`src/hdl/midi_track_merge_event_parser_macros.svh`:
```
// assertion macros for the midi track merge event parser
`ifndef MIDI_TRACK_MERGE_EVENT_PARSER_MACROS_SVH
`define MIDI_TRACK_MERGE_EVENT_PARSER_MACROS_SVH
`ifndef NO_ASSERTIONS
// condition holds at every edge out of reset
`define MTM_CHK_NOW(lbl, ante, cons, msg) \
	lbl: assert property (@(posedge clk) disable iff (!arst_n) (ante) |-> (cons)) \
		else $error(msg);
// condition holds in the cycle after the antecedent
`define MTM_CHK_NEXT(lbl, ante, cons, msg) \
	lbl: assert property (@(posedge clk) disable iff (!arst_n) (ante) |=> (cons)) \
		else $error(msg);
`else
`define MTM_CHK_NOW(lbl, ante, cons, msg)
`define MTM_CHK_NEXT(lbl, ante, cons, msg)
`endif
`endif

```
`src/hdl/midtm_pkg.sv`:
```
// shared constants, types and helpers of the midi track merge event parser
package midtm_pkg;
	localparam int NUM_TRACKS      = 16;
	localparam int TRACK_BYTES     = 4096;
	localparam int MAX_DELTA_BYTES = 4;

	localparam int TRK_W   = (NUM_TRACKS > 1) ? $clog2(NUM_TRACKS) : 1;
	localparam int TCNT_W  = $clog2(NUM_TRACKS + 1);
	localparam int FILL_W  = $clog2(TRACK_BYTES + 1);
	localparam int POS_W   = $clog2(TRACK_BYTES + 270);
	localparam int MEM_DEPTH = NUM_TRACKS * TRACK_BYTES;
	localparam int ADDR_W  = $clog2(MEM_DEPTH);
	localparam int NB_W    = $clog2(MAX_DELTA_BYTES + 1);
	localparam int QDEPTH  = 2;
	localparam int QPTR_W  = $clog2(QDEPTH);

	// input commands
	localparam logic [1:0] CMD_CLEAR   = 2'd0;
	localparam logic [1:0] CMD_APPEND  = 2'd1;
	localparam logic [1:0] CMD_REQUEST = 2'd2;

	// result kinds
	localparam logic [1:0] KIND_SHORT = 2'd0;
	localparam logic [1:0] KIND_TEMPO = 2'd1;
	localparam logic [1:0] KIND_END   = 2'd2;
	localparam logic [1:0] KIND_ERR   = 2'd3;

	typedef struct packed {
		logic [1:0]       op;
		logic [TRK_W-1:0] trk;
		logic [7:0]       data;
	} q_item_t;

	typedef struct packed {
		logic [23:0] tempo_value;
		logic [7:0]  second_data;
		logic [7:0]  first_data;
		logic [7:0]  status_byte;
		logic [3:0]  source_track;
		logic [31:0] delta_time;
	} result_t;

	// track number as the four-bit source field
	function automatic logic [3:0] src4(input logic [TRK_W-1:0] t);
		logic [31:0] x;
		x = 32'(t);
		return x[3:0];
	endfunction
endpackage

```
`src/hdl/midtm_queue.sv`:
```
// short queue between the front end and the sequencer
module midtm_queue (
	input  logic               clk,
	input  logic               arst_n,
	input  logic               push,
	input  midtm_pkg::q_item_t wr_item,
	output logic               full,
	input  logic               pop,
	output logic               empty,
	output midtm_pkg::q_item_t rd_item
);
	import midtm_pkg::*;

	q_item_t            ent_q [QDEPTH];
	logic [QPTR_W-1:0]  wp_q, rp_q;
	logic [QPTR_W:0]    cnt_q;

	assign full    = (32'(cnt_q) == QDEPTH);
	assign empty   = (cnt_q == '0);
	assign rd_item = ent_q[rp_q];

	// pointers and count
	always_ff @(posedge clk or negedge arst_n) begin
		if (!arst_n) begin
			wp_q  <= '0;
			rp_q  <= '0;
			cnt_q <= '0;
		end else begin
			if (push)
				wp_q <= (32'(wp_q) == QDEPTH - 1) ? '0 : wp_q + 1'b1;
			if (pop)
				rp_q <= (32'(rp_q) == QDEPTH - 1) ? '0 : rp_q + 1'b1;
			if (push && !pop)
				cnt_q <= cnt_q + 1'b1;
			else if (pop && !push)
				cnt_q <= cnt_q - 1'b1;
		end
	end

	// entry storage
	always_ff @(posedge clk) begin
		if (push)
			ent_q[wp_q] <= wr_item;
	end
endmodule

```
`config.mk`:
```
export PLATFORM = sky130hd
export DESIGN_NAME = midtm_queue
export DESIGN_NICKNAME = d
export VERILOG_FILES = /design/src/hdl/midi_track_merge_event_parser_macros.svh /design/src/hdl/midtm_pkg.sv /design/src/hdl/midtm_queue.sv
export SDC_FILE = /design/constraint.sdc
export NUM_CORES = 1
export LEC_CHECK = 0
export BUFFER_PORTS_ARGS = -buffer_cell sky130_fd_sc_hd__clkbuf_2
export CAP_MARGIN = 20
export CORE_MARGIN = 3
export CORE_UTILIZATION = 50
export DETAILED_ROUTE_END_ITERATION = 7
export PLACE_DENSITY = 0.77
export SYNTH_ARGS = -nofsm -noshare
export SYNTH_HDL_FRONTEND = slang
export SYNTH_SLANG_ARGS = --single-unit
```
`constraint.sdc`:
```
create_clock -name clk -period 1.8 [get_ports clk]
set_input_delay 0.27 -clock clk [delete_from_list [all_inputs] [get_ports clk]]
set_output_delay 0.27 -clock clk [all_outputs]
set_load 0.02 [all_outputs]
```
; ---- Yosys cells after proc, flatten, opt, wreduce, memory -nomap -nowiden
; Memories as Yosys holds them, arrays and structs flattened.
; Index checks and enable logic that the tools add are counted.
[word_totals]
ff_bits = 4
mem_bits_rw = 28
input_bits = 18
output_inout_bits = 16
elab_cells = 21
n_memories = 1
[classes]
n_addsub = 4
n_eq_ne = 1
mux = 6
reduce_logical = 6
[mem_list]
columns = name, depth, width, rd, rd_ports_with_merged_regs, write_ports, line_no
row1 = ent_q, 2, 14, 1, 0, 1, midtm_queue.sv:14  ; q_item_t ent_q [QDEPTH];
[ops]
columns = op, n
row1 = 1-bit two-way mux, 4
row2 = 2-bit two-way mux, 2
row3 = "1-bit adder, second input constant", 2
row4 = "2-bit by 1-bit adder with 2-bit output, second input constant", 1
row5 = "2-bit == test, second input constant", 1
row6 = 1-bit logical AND, 2
row7 = 1-bit zero test, 2
row8 = 2-bit zero test, 1
row9 = 2-bit nonzero test, 1
row10 = "2-bit by 1-bit subtractor with 2-bit output, second input constant", 1

; ---- Depth between registers and ports, before layout
[depth]
ltp_word = 4
depth_mapped = 5
mapped_depth_nobuf = 5

; ---- Least setup slack after synthesis
; Ideal clock, no wire load.
[synth_path]
path_type = reg2reg
from = register wp_q
to = memory ent_q[0][0] in the netlist's numbering (enable)
setup_time_ns = 0.386
arrival_ns = 1.051
t_required_ns = 1.414
setup_slack_ns = 0.363
path_stages_with_launch = 2
path_buffers = 0
period_less_slack_ns = 1.437
path_cell_list = dfrtp_1 nor2b_1
[synth_rtl]
columns = item, line_no
row1 = from (decl), midtm_queue.sv:15  ; logic [QPTR_W-1:0] wp_q, rp_q;
row2 = from (signal assigned), midtm_queue.sv:30  ; wp_q <= (32'(wp_q) == QDEPTH - 1) ? '0 : wp_q + 1'b1;
row3 = to (decl), midtm_queue.sv:14
; No word-level cell before the write port.

==> summary.txt <==
STA
  • Clock Skew: 0.009794 ns
  • Slew HR: 81.45%
  • Setup_tns: 0 ns
  • Tmin final: 1.705 ns
  • Final hold violation count: 0
  • Final worst slack: 0.09531 ns
  • Final setup violation count: 0
  • Slew of the pin with the lowest slew margin: 0.2782 ns
  • RSZ-0062 raised after global routing: false
  • Max-slew violation count: 0
  • Minimum hold slack: 0.1275 ns
  • Max Clock Freq: 0.5866 GHz
  • Fin crit share: 94.71%

Floorplan
  • Site Rows: 17
  • Die Wd: 56 µm
  • I/O pins: 34
  • Die Ht: 56 µm
  • Initial Util: 54.41%
  • Core Footprint: 2297 µm²
  • Die ar.: 3136 µm²

GRT
  • Global router's overall resource usage: 13.49%
  • Initial antenna violation count: 0
  • GRT overflow: 0
  • First-pass GRT wire length: 3118 µm
  • Largest net degree at the start of global routing: 11
  • Vias in the first global route: 673

Critical path
  • CP Data Arrival Time: 1.43 ns
  • Crit-path max FO: 7
  • Worst setup path category: register to output port
  • Crit path from: rp_q
  • Critical path's slowest cell: dfrtp_2
  • Endpoint type of the worst setup path: output port
  • CP peak stage delay: 0.47 ns
  • Critical path startpoint category: register
  • Worst Path Required: 1.53 ns
  • Crit path cell chain: buf_4 -> mux2_4 -> clkbuf_2
  • Worst r2r src: wp_q

Synthesis
  • Synth Flop Type: edfxtp_1
  • Yosys cell types: 13
  • Number of enable flip-flop cells after synthesis: 28
  • Ys Warns: 0
  • Syn_area_per_cell: 20.83 µm²
  • Post-Syn Area: 1250 µm²
  • Ys async rst share: 12.50%
  • Seq/Total Area, Yosys: 75.28%
  • Synth area leader: edfxtp_1
  • Syn_nets: 79
  • Cell with the most instances after synthesis: edfxtp_1
  • Post-synth top area share: 67.27%
  • Synthesized flop and latch total: 32
  • Syn Inst Count: 60
  • Top post-synthesis cells by area: edfxtp_1 67%, mux2_4 11%, dfrtp_1 8.0%
  • Top cells by count, synth: 28 x edfxtp_1, 9 x mux2_4, 5 x mux2_2, 4 x dfrtp_1, 4 x xor2_1

Route
  • Avg WL per Cell: 13.42 µm
  • Routed wire length: 1785 µm
  • TritonRoute pass-1 iters: 4
  • Vias per cell: 4.797
  • Final antenna-violating net count: 0
  • Vias: 638
  • Initial DRC count: 12
  • Drt drc: 0

Final layout
  • Nets: 123
  • # diodes: 0
  • Final cell count without fillers: 133
  • Layout cells sized above 1: 57.14%
  • Area Growth Syn to Fin: 24.22%

Power and ir drop
  • P_sw: 0.0007641 W
  • PD cells: 1605 nW/µm²
  • Clock group share of total power: 21.9%
  • Part of the power in combinational logic: 34.4%
  • Internal: 0.001728 W
  • Switching Share: 30.66%
  • Maximum vdd ir drop: 1.415 mV
  • Lkg Pwr: 0.6596 nW
  • Flop pwr share: 43.7%

Clock tree
  • Clock H-tree levels: 2
  • CTS sink count: 32
  • Clock buffer depth: 2
  • Clock transition at path regs: 0.09 ns
  • Clock root cell: clkbuf_4
  • Worst-Skew Late Latency: 0.32 ns
  • CTS Buf Count: 5
  • CTS tree: done

Worst hold path
  • Worst min path class: input port to register
  • Hold_sp: wr_item[7]

Status
  • Outcome: complete, no violations

Place
  • HPWL Detailed: 1271 µm
  • Routability Congestion: 0.6255
  • Inst Count DP: 124
  • PortBufs: 33
  • Dpl ws: 0.3670 ns

Flow run
  • Max_cap viols: 0
layer usage:
metal	vias to the layer above	GRT usage, %	part of all wire (%)
li1	311	-	-
met1	299	14.15	39
met2	24	22.54	52
met3	4	6.032	7.7
met4	0	7.119	0.84
met5	-	0	0
flip-flops by register name, indices dropped and copies added (netlist names):
register	count
ent_q	28
wp_q	1
rp_q	1
cnt_q	2
metrics by stage:
| stage | cell area (µm²) | power [W] | util, % |
|---|---|---|---|
| 2_1_floorplan | 1250 | 0.001753 | - |
| 3_3_place_gp | 1456 | 0.001947 | 63.40 |
| 3_5_place_dp | 1456 | 0.001969 | 63.40 |
| 4_1_cts | 1553 | 0.002526 | 67.59 |
| 5_1_grt | 1553 | 0.002633 | 67.59 |
| 6_report | 1553 | 0.002492 | 67.59 |
power by group through the flow:
stage                     Clock [W]  Sequential [W]  Combinational [W]
final                      0.000546         0.00109           0.000856
after global routing       0.000606         0.00111           0.000917
after CTS                  0.000560         0.00109           0.000874
after detailed placement          0         0.00110           0.000868
after global placement            0         0.00109           0.000855
after floorplan                   0         0.00107           0.000687
worst max-delay path, delay by kind of cell (launching register included):
family	cells	cell delay (ns)
DFF	1	0.47
buffers and inverters	2	0.34
muxes	1	0.30
logic make-up after synthesis:
kind of cell	after synthesis	synth area share, %
DFF	32	75.28
adders and majority gates	1	1.001
buffers and inverters	3	2.803
and+or+nand+nor	5	2.102
xor gates and xnor gates	5	3.503
muxes	14	15.32
cell type report:
| type | count | area (µm²) |
|---|---|---|
| multi-input cells | 25 | 274.0 |
| inverters | 1 | 3.754 |
| repair buffers | 39 | 212.7 |
| clock buffers | 6 | 51.30 |
| flip-flops and latches | 32 | 942.2 |
| well taps | 28 | 35.03 |
| fillers | 166 | 744.5 |
| clock inverters | 2 | 33.78 |
timing repair:
action | 4_1_cts | 5_1_grt
hold buffers | 1 | 0
setup buffers | 0 | 0
endpoints found under the setup margin | 6 | 0
resized for setup | 1 | 0
endpoints found under the hold margin | 4 | 0
worst paths after layout:
path                       cells after the start  slack [ns]     endpoint
hold / removal                                 1        0.13  ent_q[0][7]
max in group asynchronous                      2        1.36         rp_q
setup / recovery                               3         0.1   rd_item[9]
hold reg to reg                                1        0.49     cnt_q[1]
setup reg to reg                               2        0.53  ent_q[1][2]
min in group asynchronous                      2        0.28         wp_q
placed cells by master, fill, tap and decap left out, types with 2 or more instances in the layout:
cell type,n
clkbuf_2,33
edfxtp_1,28
mux2_4,9
mux2_2,5
clkbuf_4,5
buf_4,5
xor2_1,4
dfrtp_1,3
nor2_1,2
nor2b_1,2
No activity file was read; power rests on OpenSTA's default activity.
